[config.mk]
export PLATFORM = sky130hd
export DESIGN_NAME = buddy_block_allocator
export DESIGN_NICKNAME = d
export VERILOG_FILES = /design/src/bba_pkg.sv /design/src/bba_ctrl.sv /design/src/bba_dp.sv /design/src/buddy_block_allocator.sv
export SDC_FILE = /design/constraint.sdc
export NUM_CORES = 2
export LEC_CHECK = 0
export ABC_CLOCK_PERIOD_IN_PS = 7100
export BUFFER_PORTS_ARGS = -buffer_cell sky130_fd_sc_hd__buf_2
export CAP_MARGIN = 20
export CORE_MARGIN = 8
export CORE_UTILIZATION = 49
export CTS_BUF_LIST = sky130_fd_sc_hd__clkbuf_16
export CTS_CLUSTER_SIZE = 8
export DETAILED_ROUTE_END_ITERATION = 16
export MAX_ROUTING_LAYER = met4
export PLACE_DENSITY = 0.73
export SYNTH_ARGS = -nofsm -noshare
export SYNTH_HDL_FRONTEND = slang
export SYNTH_HIERARCHICAL = 1
export SYNTH_SLANG_ARGS = --single-unit
export TNS_END_PERCENT = 5
[constraint.sdc]
create_clock -name i_clk -period 7.1 [get_ports i_clk]
set_input_delay 1.775 -clock i_clk [delete_from_list [all_inputs] [get_ports i_clk]]
set_output_delay 1.775 -clock i_clk [all_outputs]
set_load 0.02 [all_outputs]
[src/bba_pkg.sv]
`timescale 1ns / 1ps
// ----------------------------------------------------------------------------
// bba_pkg
// Shared types and codes of the buddy block allocator.
// ----------------------------------------------------------------------------
package bba_pkg;

    localparam int REQ_W   = 13;
    localparam int FADDR_W = 12;
    localparam int ADDR_W  = 12;
    localparam int USIZE_W = 13;
    localparam int STAT_W  = 2;
    localparam int HDR_W   = 7;
    localparam int PORD_W  = 4;
    localparam int CFG_W   = 7;
    localparam int IDX_W   = 1;
    localparam int TDATA_W = 32;

    localparam logic [STAT_W-1:0] STATUS_OK       = 2'd0;
    localparam logic [STAT_W-1:0] STATUS_NO_BLOCK = 2'd1;
    localparam logic [STAT_W-1:0] STATUS_ZERO     = 2'd2;
    localparam logic [STAT_W-1:0] STATUS_BAD_FREE = 2'd3;

    localparam logic [IDX_W-1:0] REG_POOL_ORDER   = 1'd0;
    localparam logic [IDX_W-1:0] REG_HEADER_BYTES = 1'd1;

    localparam logic ACT_ALLOC = 1'b0;

    // free map access kinds
    localparam logic [1:0] MK_CLR  = 2'd0;
    localparam logic [1:0] MK_SRCH = 2'd1;
    localparam logic [1:0] MK_SPL  = 2'd2;
    localparam logic [1:0] MK_MRG  = 2'd3;

    typedef struct packed {
        logic              load;
        logic              clr_init;
        logic              clr_step;
        logic              rd;
        logic              wr;
        logic [1:0]        acc;
        logic              srch_init;
        logic              srch_adv;
        logic              take;
        logic              spl_adv;
        logic              ord_take;
        logic              mrg_adv;
        logic              set_err;
        logic [STAT_W-1:0] err_code;
        logic              set_ok_alloc;
        logic              set_ok_free;
        logic              out_load;
    } t_cmd;

    typedef struct packed {
        logic              is_free;
        logic [STAT_W-1:0] chk_err;
        logic              hit;
        logic              last_row;
        logic              last_ord;
        logic              at_tgt;
        logic              buddy;
        logic              clr_last;
    } t_sts;

endpackage

[src/bba_ctrl.sv]
`timescale 1ns / 1ps
// ----------------------------------------------------------------------------
// bba_ctrl
// Sequencer of the allocator: clear pass, checks, search, split and merge.
// ----------------------------------------------------------------------------
module bba_ctrl import bba_pkg::*; (
    input  logic i_clk,
    input  logic i_rst_n,
    input  logic i_in_valid,
    output logic o_in_ready,
    input  logic i_out_ready,
    output logic o_out_valid,
    input  logic i_pool_we,
    input  t_sts i_sts,
    output t_cmd o_cmd
);

    localparam logic [3:0] S_CINIT = 4'd0;
    localparam logic [3:0] S_CLR   = 4'd1;
    localparam logic [3:0] S_IDLE  = 4'd2;
    localparam logic [3:0] S_CHECK = 4'd3;
    localparam logic [3:0] S_SRD   = 4'd4;
    localparam logic [3:0] S_SCHK  = 4'd5;
    localparam logic [3:0] S_SPRD  = 4'd6;
    localparam logic [3:0] S_SPWR  = 4'd7;
    localparam logic [3:0] S_ORDW  = 4'd8;
    localparam logic [3:0] S_MRD   = 4'd9;
    localparam logic [3:0] S_MWR   = 4'd10;
    localparam logic [3:0] S_DONE  = 4'd11;

    logic [3:0] r_state, n_state;
    logic       r_ovalid, n_ovalid;
    t_cmd       cmd;

    assign o_in_ready  = (r_state == S_IDLE);
    assign o_out_valid = r_ovalid;
    assign o_cmd       = cmd;

    always_comb begin
        cmd     = '0;
        n_state = r_state;
        case (r_state)
            S_CINIT: begin
                cmd.clr_init = 1'b1;
                n_state      = S_CLR;
            end
            S_CLR: begin
                cmd.wr       = 1'b1;
                cmd.acc      = MK_CLR;
                cmd.clr_step = 1'b1;
                if (i_sts.clr_last) n_state = S_IDLE;
            end
            S_IDLE: begin
                if (i_in_valid) begin
                    cmd.load = 1'b1;
                    n_state  = S_CHECK;
                end
            end
            S_CHECK: begin
                if (i_sts.chk_err != STATUS_OK) begin
                    cmd.set_err  = 1'b1;
                    cmd.err_code = i_sts.chk_err;
                    n_state      = S_DONE;
                end else if (!i_sts.is_free) begin
                    cmd.srch_init = 1'b1;
                    n_state       = S_SRD;
                end else begin
                    n_state = S_ORDW;
                end
            end
            S_SRD: begin
                cmd.rd  = 1'b1;
                cmd.acc = MK_SRCH;
                n_state = S_SCHK;
            end
            S_SCHK: begin
                if (i_sts.hit) begin
                    cmd.take = 1'b1;
                    n_state  = S_SPRD;
                end else if (i_sts.last_row && i_sts.last_ord) begin
                    cmd.set_err  = 1'b1;
                    cmd.err_code = STATUS_NO_BLOCK;
                    n_state      = S_DONE;
                end else begin
                    cmd.srch_adv = 1'b1;
                    n_state      = S_SRD;
                end
            end
            S_SPRD: begin
                cmd.rd  = 1'b1;
                cmd.acc = MK_SPL;
                n_state = S_SPWR;
            end
            S_SPWR: begin
                cmd.wr  = 1'b1;
                cmd.acc = MK_SPL;
                if (i_sts.at_tgt) begin
                    cmd.set_ok_alloc = 1'b1;
                    n_state          = S_DONE;
                end else begin
                    cmd.spl_adv = 1'b1;
                    n_state     = S_SPRD;
                end
            end
            S_ORDW: begin
                cmd.ord_take = 1'b1;
                n_state      = S_MRD;
            end
            S_MRD: begin
                cmd.rd  = 1'b1;
                cmd.acc = MK_MRG;
                n_state = S_MWR;
            end
            S_MWR: begin
                cmd.wr  = 1'b1;
                cmd.acc = MK_MRG;
                if (i_sts.buddy) begin
                    cmd.mrg_adv = 1'b1;
                    n_state     = S_MRD;
                end else begin
                    cmd.set_ok_free = 1'b1;
                    n_state         = S_DONE;
                end
            end
            S_DONE: begin
                if (!r_ovalid || i_out_ready) begin
                    cmd.out_load = 1'b1;
                    n_state      = S_IDLE;
                end
            end
            default: n_state = S_CINIT;
        endcase
        // pool reinit after a pool order write
        if (i_pool_we) n_state = S_CINIT;
    end

    always_comb begin
        n_ovalid = r_ovalid;
        if (cmd.out_load)     n_ovalid = 1'b1;
        else if (i_out_ready) n_ovalid = 1'b0;
    end

    always_ff @(posedge i_clk) begin
        if (!i_rst_n) begin
            r_state  <= S_CINIT;
            r_ovalid <= 1'b0;
        end else begin
            r_state  <= n_state;
            r_ovalid <= n_ovalid;
        end
    end

endmodule

[src/bba_dp.sv]
`timescale 1ns / 1ps
// ----------------------------------------------------------------------------
// bba_dp
// Allocator datapath: config registers, free map rows, slot tables, result.
// ----------------------------------------------------------------------------
module bba_dp import bba_pkg::*; #(
    parameter int MAX_POOL_ORDER  = 12,
    parameter int MIN_BLOCK_BYTES = 16
) (
    input  logic               i_clk,
    input  logic               i_rst_n,
    input  logic               i_cfg_we,
    input  logic [IDX_W-1:0]   i_cfg_index,
    input  logic [CFG_W-1:0]   i_cfg_data,
    input  logic               i_action,
    input  logic [REQ_W-1:0]   i_req_size,
    input  logic [FADDR_W-1:0] i_free_addr,
    input  t_cmd               i_cmd,
    output t_sts               o_sts,
    output logic [STAT_W-1:0]  o_status,
    output logic [ADDR_W-1:0]  o_addr,
    output logic [USIZE_W-1:0] o_usable_size
);

    localparam int MO    = $clog2(MIN_BLOCK_BYTES);
    localparam int AW    = MAX_POOL_ORDER;
    localparam int OW    = $clog2(MAX_POOL_ORDER + 1);
    localparam int NB    = MAX_POOL_ORDER - MO + 1;
    localparam int NN    = 2 ** NB;
    localparam int W     = (NN < 32) ? NN : 32;
    localparam int LW    = $clog2(W);
    localparam int R     = NN / W;
    localparam int RB    = (R > 1) ? $clog2(R) : 1;
    localparam int SB    = MAX_POOL_ORDER - MO;
    localparam int SBW   = (SB > 0) ? SB : 1;
    localparam int SLOTS = 2 ** SB;
    localparam int NEEDW = REQ_W + 1;
    localparam int CW    = (AW + 1 > NEEDW) ? AW + 1 : NEEDW;
    localparam int POOL_RST = (11 < MO) ? MO : ((11 > MAX_POOL_ORDER) ? MAX_POOL_ORDER : 11);

    logic [OW-1:0]      r_pool;
    logic [HDR_W-1:0]   r_hdr;
    logic               r_act;
    logic [REQ_W-1:0]   r_size;
    logic [FADDR_W-1:0] r_faddr;
    logic [RB-1:0]      r_row;
    logic [OW-1:0]      r_i, r_tgt;
    logic [NB-1:0]      r_n, r_p;
    logic               r_pv;
    logic [AW-1:0]      r_off;
    logic [W-1:0]       r_rdata;
    logic [W-1:0]       r_map [R];
    logic [OW-1:0]      r_ord [SLOTS];
    logic [OW-1:0]      r_ord_rd;
    logic [SLOTS-1:0]   r_valid;
    logic [STAT_W-1:0]  r_st;
    logic [ADDR_W-1:0]  r_ra;
    logic [USIZE_W-1:0] r_rs;

    function automatic logic [NB-1:0] node_of(input logic [OW-1:0] o, input logic [AW-1:0] off);
        logic [AW:0] v;
        v = ((AW + 1)'(1) << (MAX_POOL_ORDER - int'(o))) + ((AW + 1)'(off) >> o);
        return v[NB-1:0];
    endfunction

    function automatic logic [RB-1:0] row_of(input logic [NB-1:0] n);
        return RB'(n >> LW);
    endfunction

    function automatic logic [NB-1:0] base_of(input logic [OW-1:0] o);
        return NB'((NB + 1)'(1) << (MAX_POOL_ORDER - int'(o)));
    endfunction

    // allocate sizing
    logic [NEEDW-1:0] need, need_m1;
    logic [4:0]       bl;
    logic [OW-1:0]    o_need;
    logic [CW-1:0]    pool_bytes;
    logic             too_big;

    always_comb begin
        need    = NEEDW'(r_size) + NEEDW'(r_hdr);
        need_m1 = need - NEEDW'(1);
        bl      = '0;
        for (int k = 0; k < NEEDW; k++) begin
            if (need_m1[k]) bl = 5'(k + 1);
        end
        o_need     = (int'(bl) < MO) ? OW'(MO) : OW'(bl);
        pool_bytes = CW'(1) << r_pool;
        too_big    = CW'(need) > pool_bytes;
    end

    // free checks
    logic [CW-1:0]  offw;
    logic [AW-1:0]  off_f;
    logic [SBW-1:0] slot_f, slot_a;
    logic           bad_free;
    logic [OW-1:0]  o_clamp;

    always_comb begin
        offw     = CW'(r_faddr) - CW'(r_hdr);
        off_f    = AW'(offw);
        slot_f   = SBW'(off_f >> MO);
        slot_a   = SBW'(r_off >> MO);
        bad_free = (r_faddr < FADDR_W'(r_hdr)) || (offw[MO-1:0] != '0) ||
                   (offw >= pool_bytes) || !r_valid[slot_f];
        o_clamp  = r_ord_rd;
        if (int'(r_ord_rd) < MO) o_clamp = OW'(MO);
        if (r_ord_rd > r_pool)   o_clamp = r_pool;
    end

    // row search
    logic [W-1:0]  mask, hits;
    logic [LW-1:0] pri;
    logic [NB:0]   nd;
    logic [NB-1:0] n_found, base_i, root;
    logic [RB-1:0] row_end;

    always_comb begin
        base_i = base_of(r_i);
        for (int b = 0; b < W; b++) begin
            nd      = ((NB + 1)'(r_row) << LW) | (NB + 1)'(b);
            mask[b] = (nd >> (MAX_POOL_ORDER - int'(r_i))) == (NB + 1)'(1);
        end
        hits = r_rdata & mask;
        pri  = '0;
        for (int b = W - 1; b >= 0; b--) begin
            if (hits[b]) pri = LW'(b);
        end
        n_found = NB'(((NB + 1)'(r_row) << LW) | (NB + 1)'(pri));
        row_end = row_of(NB'(((NB + 1)'(base_i) << 1) - (NB + 1)'(1)));
        root    = base_of(r_pool);
    end

    // free map port
    logic [RB-1:0] maddr;
    logic [W-1:0]  wdata;
    logic [NB-1:0] bud;

    always_comb begin
        bud = r_n ^ NB'(1);
        case (i_cmd.acc)
            MK_SPL:  maddr = row_of(r_p);
            MK_MRG:  maddr = row_of(r_n);
            default: maddr = r_row;
        endcase
        case (i_cmd.acc)
            MK_CLR: begin
                wdata = '0;
                if (r_row == row_of(root)) wdata = W'(1) << root[LW-1:0];
            end
            MK_SPL: begin
                if (r_pv) wdata = r_rdata | (W'(1) << r_p[LW-1:0]);
                else      wdata = r_rdata & ~(W'(1) << r_p[LW-1:0]);
            end
            MK_MRG: begin
                if (o_sts.buddy) wdata = r_rdata & ~(W'(1) << bud[LW-1:0]);
                else             wdata = r_rdata | (W'(1) << r_n[LW-1:0]);
            end
            default: wdata = r_rdata;
        endcase
    end

    always_comb begin
        o_sts          = '0;
        o_sts.is_free  = (r_act != ACT_ALLOC);
        if (r_act == ACT_ALLOC) begin
            if (r_size == '0)  o_sts.chk_err = STATUS_ZERO;
            else if (too_big)  o_sts.chk_err = STATUS_NO_BLOCK;
        end else if (bad_free) begin
            o_sts.chk_err = STATUS_BAD_FREE;
        end
        o_sts.hit      = (hits != '0);
        o_sts.last_row = (r_row == row_end);
        o_sts.last_ord = (r_i == r_pool);
        o_sts.at_tgt   = (r_i == r_tgt);
        o_sts.buddy    = (r_i < r_pool) && r_rdata[bud[LW-1:0]];
        o_sts.clr_last = (r_row == RB'(R - 1));
    end

    logic [CW-1:0] usz;
    always_comb begin
        if (i_cmd.set_ok_alloc) usz = (CW'(1) << r_tgt) - CW'(r_hdr);
        else                    usz = (CW'(1) << r_i) - CW'(r_hdr);
    end

    // config registers and slot valid bits
    always_ff @(posedge i_clk) begin
        if (!i_rst_n) begin
            r_pool  <= OW'(POOL_RST);
            r_hdr   <= HDR_W'(40);
            r_valid <= '0;
        end else begin
            if (i_cfg_we && i_cfg_index == REG_POOL_ORDER) begin
                if (int'(i_cfg_data[PORD_W-1:0]) < MO)
                    r_pool <= OW'(MO);
                else if (int'(i_cfg_data[PORD_W-1:0]) > MAX_POOL_ORDER)
                    r_pool <= OW'(MAX_POOL_ORDER);
                else
                    r_pool <= OW'(i_cfg_data[PORD_W-1:0]);
                r_valid <= '0;
            end else begin
                if (i_cmd.set_ok_alloc) r_valid[slot_a] <= 1'b1;
                if (i_cmd.ord_take)     r_valid[slot_f] <= 1'b0;
            end
            if (i_cfg_we && i_cfg_index == REG_HEADER_BYTES) r_hdr <= i_cfg_data[HDR_W-1:0];
        end
    end

    // memories
    always_ff @(posedge i_clk) begin
        if (i_cmd.rd) r_rdata <= r_map[maddr];
        if (i_cmd.wr) r_map[maddr] <= wdata;
        r_ord_rd <= r_ord[slot_f];
        if (i_cmd.set_ok_alloc) r_ord[slot_a] <= r_tgt;
    end

    // working registers
    always_ff @(posedge i_clk) begin
        if (!i_rst_n) begin
            r_row <= '0;
        end else begin
            if (i_cmd.clr_init) r_row <= '0;
            if (i_cmd.clr_step) r_row <= r_row + RB'(1);
            if (i_cmd.srch_init) r_row <= row_of(base_of(o_need));
            if (i_cmd.srch_adv) begin
                if (o_sts.last_row) r_row <= row_of(base_of(r_i + OW'(1)));
                else                r_row <= r_row + RB'(1);
            end
        end
    end

    always_ff @(posedge i_clk) begin
        if (i_cmd.load) begin
            r_act   <= i_action;
            r_size  <= i_req_size;
            r_faddr <= i_free_addr;
        end
        if (i_cmd.srch_init) begin
            r_i   <= o_need;
            r_tgt <= o_need;
        end
        if (i_cmd.srch_adv && o_sts.last_row) r_i <= r_i + OW'(1);
        if (i_cmd.take) begin
            r_n   <= n_found;
            r_p   <= n_found;
            r_pv  <= 1'b0;
            r_off <= AW'((CW'(n_found - base_i)) << r_i);
        end
        if (i_cmd.spl_adv) begin
            r_n  <= r_n << 1;
            r_p  <= (r_n << 1) | NB'(1);
            r_pv <= 1'b1;
            r_i  <= r_i - OW'(1);
        end
        if (i_cmd.ord_take) begin
            r_i <= o_clamp;
            r_n <= node_of(o_clamp, off_f);
        end
        if (i_cmd.mrg_adv) begin
            r_n <= r_n >> 1;
            r_i <= r_i + OW'(1);
        end
        if (i_cmd.set_err) begin
            r_st <= i_cmd.err_code;
            r_ra <= '0;
            r_rs <= '0;
        end
        if (i_cmd.set_ok_alloc) begin
            r_st <= STATUS_OK;
            r_ra <= ADDR_W'(CW'(r_off) + CW'(r_hdr));
            r_rs <= USIZE_W'(usz);
        end
        if (i_cmd.set_ok_free) begin
            r_st <= STATUS_OK;
            r_ra <= ADDR_W'(r_faddr);
            r_rs <= USIZE_W'(usz);
        end
        if (i_cmd.out_load) begin
            o_status      <= r_st;
            o_addr        <= r_ra;
            o_usable_size <= r_rs;
        end
    end

endmodule

[src/buddy_block_allocator.sv]
`timescale 1ns / 1ps
// ----------------------------------------------------------------------------
// buddy_block_allocator
// Binary buddy allocator: allocate a byte count or free a user offset.
// ----------------------------------------------------------------------------
//  channel  | dir | transfer when          | payload
//  s_axis   | in  | tvalid & tready        | tuser: action; tdata: req_size, free_addr
//  m_axis   | out | tvalid & tready        | tuser: status; tdata: addr, usable_size
//  cfg      | in  | i_cfg_we               | index 0 pool_order, 1 header_bytes
//
//  Allocate: a check step, a read and a test per free map row scanned, a read
//  and a write per split level, then the result step. Free: a check step, an
//  order lookup, a read and a write per merge level, then the result step. The
//  single free map port splits every row read-modify-write into a read and a write.
//  Reset and every pool_order write start a clearing pass of NN/W rows (a setup
//  step plus 16 rows for the defaults) with s_axis tready low.
//  A finished result waits in the output register while the next transfer
//  is taken; a stalled m_axis only holds the block in its final step.
// ----------------------------------------------------------------------------
module buddy_block_allocator import bba_pkg::*; #(
    parameter int MAX_POOL_ORDER  = 12,
    parameter int MIN_BLOCK_BYTES = 16
) (
    input  logic               i_clk,
    input  logic               i_rst_n,
    input  logic               i_s_axis_tvalid,
    output logic               o_s_axis_tready,
    input  logic [TDATA_W-1:0] i_s_axis_tdata,   // req_size[12:0], free_addr[24:13]
    input  logic [0:0]         i_s_axis_tuser,   // action[0]
    output logic               o_m_axis_tvalid,
    input  logic               i_m_axis_tready,
    output logic [TDATA_W-1:0] o_m_axis_tdata,   // addr[11:0], usable_size[24:12]
    output logic [STAT_W-1:0]  o_m_axis_tuser,   // status[1:0]
    input  logic               i_cfg_we,
    input  logic [IDX_W-1:0]   i_cfg_index,
    input  logic [CFG_W-1:0]   i_cfg_data
);

    t_cmd               cmd;
    t_sts               sts;
    logic [ADDR_W-1:0]  addr;
    logic [USIZE_W-1:0] usable_size;

    // pool order writes restart the clearing pass
    logic pool_we;
    assign pool_we = i_cfg_we && (i_cfg_index == REG_POOL_ORDER);

    bba_ctrl u_ctrl (
        .i_clk       (i_clk),
        .i_rst_n     (i_rst_n),
        .i_in_valid  (i_s_axis_tvalid),
        .o_in_ready  (o_s_axis_tready),
        .i_out_ready (i_m_axis_tready),
        .o_out_valid (o_m_axis_tvalid),
        .i_pool_we   (pool_we),
        .i_sts       (sts),
        .o_cmd       (cmd)
    );

    bba_dp #(
        .MAX_POOL_ORDER  (MAX_POOL_ORDER),
        .MIN_BLOCK_BYTES (MIN_BLOCK_BYTES)
    ) u_dp (
        .i_clk         (i_clk),
        .i_rst_n       (i_rst_n),
        .i_cfg_we      (i_cfg_we),
        .i_cfg_index   (i_cfg_index),
        .i_cfg_data    (i_cfg_data),
        .i_action      (i_s_axis_tuser[0]),
        .i_req_size    (i_s_axis_tdata[REQ_W-1:0]),
        .i_free_addr   (i_s_axis_tdata[REQ_W+FADDR_W-1:REQ_W]),
        .i_cmd         (cmd),
        .o_sts         (sts),
        .o_status      (o_m_axis_tuser),
        .o_addr        (addr),
        .o_usable_size (usable_size)
    );

    assign o_m_axis_tdata = {{(TDATA_W - ADDR_W - USIZE_W){1'b0}}, usable_size, addr};

endmodule
==> results.py <==
metrics = {
    "status": {
        "run_status": "complete, no violations",
    },
    "final_layout": {
        "fin_cells": 8706,
        "final_cell_mix": "1682 x edfxtp_1, 495 x mux4_2, 470 x nor2_1",
        "final_common_cell": "edfxtp_1",
        "drive_gt1_frac": 0.197,
        "nets": 6338,
        "syn2layout_area_growth_pct": 13.7,
    },
    "yosys": {
        "syn_inst": 6015,
        "ys_types": 118,
        "synth_edf_count": 1682,
        "yosys_register_bits": 1967,
        "syn_avg_cell_area_um2": 14.5,
        "synth_ff_type": "edfxtp_1",
        "yosysTopAreaCellShare": 0.578,
        "synth_area_leader_cell": "edfxtp_1",
        "ys_top_cells_by_area": "edfxtp_1 58%, mux4_2 13%, dfxtp_1 6.5%",
        "ys_seq_area_frac": 0.644,
        "synth_area_mm2": 0.0873,
        "yosysWarnings": 6,
        "synthArstFlopShare": 0,
    },
    "power": {
        "ir_drop_mv": 0.225,
        "power_uw": 30200,
        "leakagePower_uw": 0.0338,
        "power_density_mw_per_mm2": 304,
    },
    "die": {
        "fp.dieH_um": 438,
        "coreArea_mm2": 0.178,
        "ios": 82,
        "die_width_um": 438,
        "num_rows": 155,
        "initial_core_util": 0.491,
        "fp.dieArea_mm2": 0.192,
    },
    "sta": {
        "rsz0062_at_grt": "no",
        "fin_crit_ns": 6.62,
        "relSlewSlack": 0.178,
        "worst_slew_pin_slew_ns": 1.23,
        "drv_slew": 0,
        "hold_viol_final": 0,
        "fin_hold_ws_ns": 0.416,
        "fmax_mhz": 151,
        "period_share": 0.932,
        "skew_ns": 0.108,
        "setup_viol": 0,
    },
    "global_routing": {
        "antenna_found_initial": 13,
        "grt_pass1_wl_um": 374000,
        "grt_max_degree": 252,
        "gr-usage-all-layers": 0.266,
        "grt_pass1_vias": 56700,
        "grt-ovfl-total": 0,
    },
    "cts": {
        "cts.repair.resized": 0,
        "htree_levels": 5,
        "root_buffer": "clkbuf_16",
        "clk_latency_ns": 0.92,
        "cts_buffers": 297,
        "cts_hold_repair.buffers": 0,
        "clockBufferDepth": 4,
        "cts.sinks": 1967,
        "clk_pin_slew_ns": 0.05,
        "post_cts_buffers": 0,
        "cts_tree": "done",
    },
    "setup_path": {
        "critPathLaunchType": "flop",
        "r2r_start": "u_dp/r_faddr[0]",
        "cp-end-kind": "flop",
        "cpMostUsedCell": "a21o_1",
        "slowest_delay_ns": 0.53,
        "path_max_fanout": 11,
        "cp_top_family": "compound AO/OA/AOI/OAI gates",
        "arrival_ns": 7.39,
        "crit_buf_inv": 5,
        "rr_endpoint": "u_dp/r_row[3]",
        "endpoint": "u_dp/r_row[3]",
        "cp.depth": 28,
        "cpMaxStageDelayCell": "or4_1",
        "r2r_slack_ns": 0.48,
        "startpoint": "u_dp/r_faddr[0]",
        "rr_worst_depth": 28,
        "path_class": "flop to flop",
        "cp_data_required_time_ns": 7.87,
    },
    "placed_design": {
        "dp_hpwl_um": 157000,
        "place.gp.congestion": 0.977,
        "port_buffers": 67,
        "dp_cells": 8237,
    },
    "detailed_routing": {
        "remaining_drc_errors": 0,
        "drt-initial-drc-count": 7849,
        "dr.pass1.iters": 8,
        "via_count": 57600,
        "via_per_inst": 6.62,
        "routedWlPerCell_um": 29.3,
        "ant_nets": 0,
        "routed_wl_um": 255000,
    },
    "min_path": {
        "hp-class": "flop to flop",
    },
    "flow_run": {
        "max-cap-violations": 0,
    },
}
-- state kept, by name, summed over array words and instances, names as in the netlist, 7 cells and up --
signal / cells
u_dp/r_ord: 1024
u_dp/r_map: 512
u_dp/r_valid: 256
u_dp/r_rdata: 32
u_dp/o_usable_size: 13
u_dp/r_rs: 13
u_dp/r_size: 13
u_dp/o_addr: 12
u_dp/r_faddr: 12
u_dp/r_off: 12
u_dp/r_ra: 12
u_dp/r_n: 9
u_dp/r_p: 9
u_dp/r_hdr: 7
-- where the power goes --
group	switching, uW	internal (uW)	leakage, uW
Combinational	3050	2090	0.0115
Clock	4730	7550	0.00448
Sequential	123	12700	0.0178
Total	7900	22300	0.0338
-- cells in the mapped netlist, types with 16 or more instances --
library cell / count
o31ai_1: 19
o221a_2: 50
a21o_1: 47
o21a_1: 25
o211ai_1: 36
nand2b_1: 37
and2_1: 23
buf_1: 44
o22ai_1: 28
a21oi_1: 409
o21ai_0: 385
nor2_1: 493
or3_1: 16
dfxtp_1: 285
nand2_1: 420
mux4_2: 495
xnor2_1: 38
mux2i_1: 73
xor2_1: 21
and3_1: 45
buf_2: 63
nor3_1: 82
a211oi_1: 61
ha_1: 96
nand4_1: 31
inv_1: 97
buf_4: 17
nor2b_1: 78
mux2_2: 18
nand3_1: 174
a31oi_1: 38
clkbuf_1: 267
nor4_1: 25
edfxtp_1: 1682
-- layout make-up --
| cell class | count | area (um2) |
|---|---|---|
| fillers | 13400 | 78500 |
| flip-flops and latches | 1967 | 56200 |
| clock inverters | 141 | 579 |
| diodes | 14 | 35.0 |
| inverters | 106 | 413 |
| clock buffers | 304 | 7610 |
| repair buffers | 269 | 2040 |
| well taps | 2355 | 2950 |
| multi-input cells | 3550 | 29500 |
-- routing by layer --
| metal | part of all wire | vias up | global-route usage |
|---|---|---|---|
| met5 | 0 | - | - |
| met4 | 0.060 | 0 | 0.139 |
| met3 | 0.11 | 837 | 0.0575 |
| met2 | 0.46 | 3980 | 0.399 |
| met1 | 0.37 | 28900 | 0.343 |
| li1 | - | 24000 | - |
-- how the worst min path moves through the flow --
stage / to / depth (start not counted) / slack (ns) / from
2_1_floorplan: u_dp/o_addr[0] / 0 / 0.40 / u_dp/r_ra[0]
3_3_place_gp: u_dp/o_usable_size[4] / 0 / 0.40 / u_dp/r_rs[4]
3_5_place_dp: u_dp/o_usable_size[3] / 0 / 0.41 / u_dp/r_rs[3]
4_1_cts: u_dp/o_addr[9] / 0 / 0.42 / u_dp/r_ra[9]
5_1_grt: u_dp/o_addr[11] / 0 / 0.42 / u_dp/r_ra[11]
6_report: u_dp/o_addr[9] / 0 / 0.42 / u_dp/r_ra[9]
-- metrics by stage --
stage	instance area, um2	util	worst slack (ns)	setup TNS (ns)
5_1_grt	99300	0.558	0.0293	0
3_3_place_gp	90900	0.511	0.476	0
2_1_floorplan	87400	-	-0.299	-5.48
3_5_place_dp	91000	0.511	0.530	0
6_report	99300	0.558	0.481	0
4_1_cts	99100	0.557	0.463	0
-- kinds of logic (layout without fill, tap and decap cells) --
kind of cell / after synthesis / after routing / synth area share
muxes: 588 / 588 / 0.139
and+or+nand+nor: 1497 / 1497 / 0.0790
AOI/OAI and AO/OA: 1297 / 1297 / 0.0938
adders and majority gates: 101 / 101 / 0.0149
xor gates and xnor gates: 60 / 60 / 0.00617
DFF: 1967 / 1967 / 0.644
other: 1 / 21 / 0.0000429
buffers and inverters: 504 / 820 / 0.0240
Note: power is estimated with default switching activity, not from simulation.
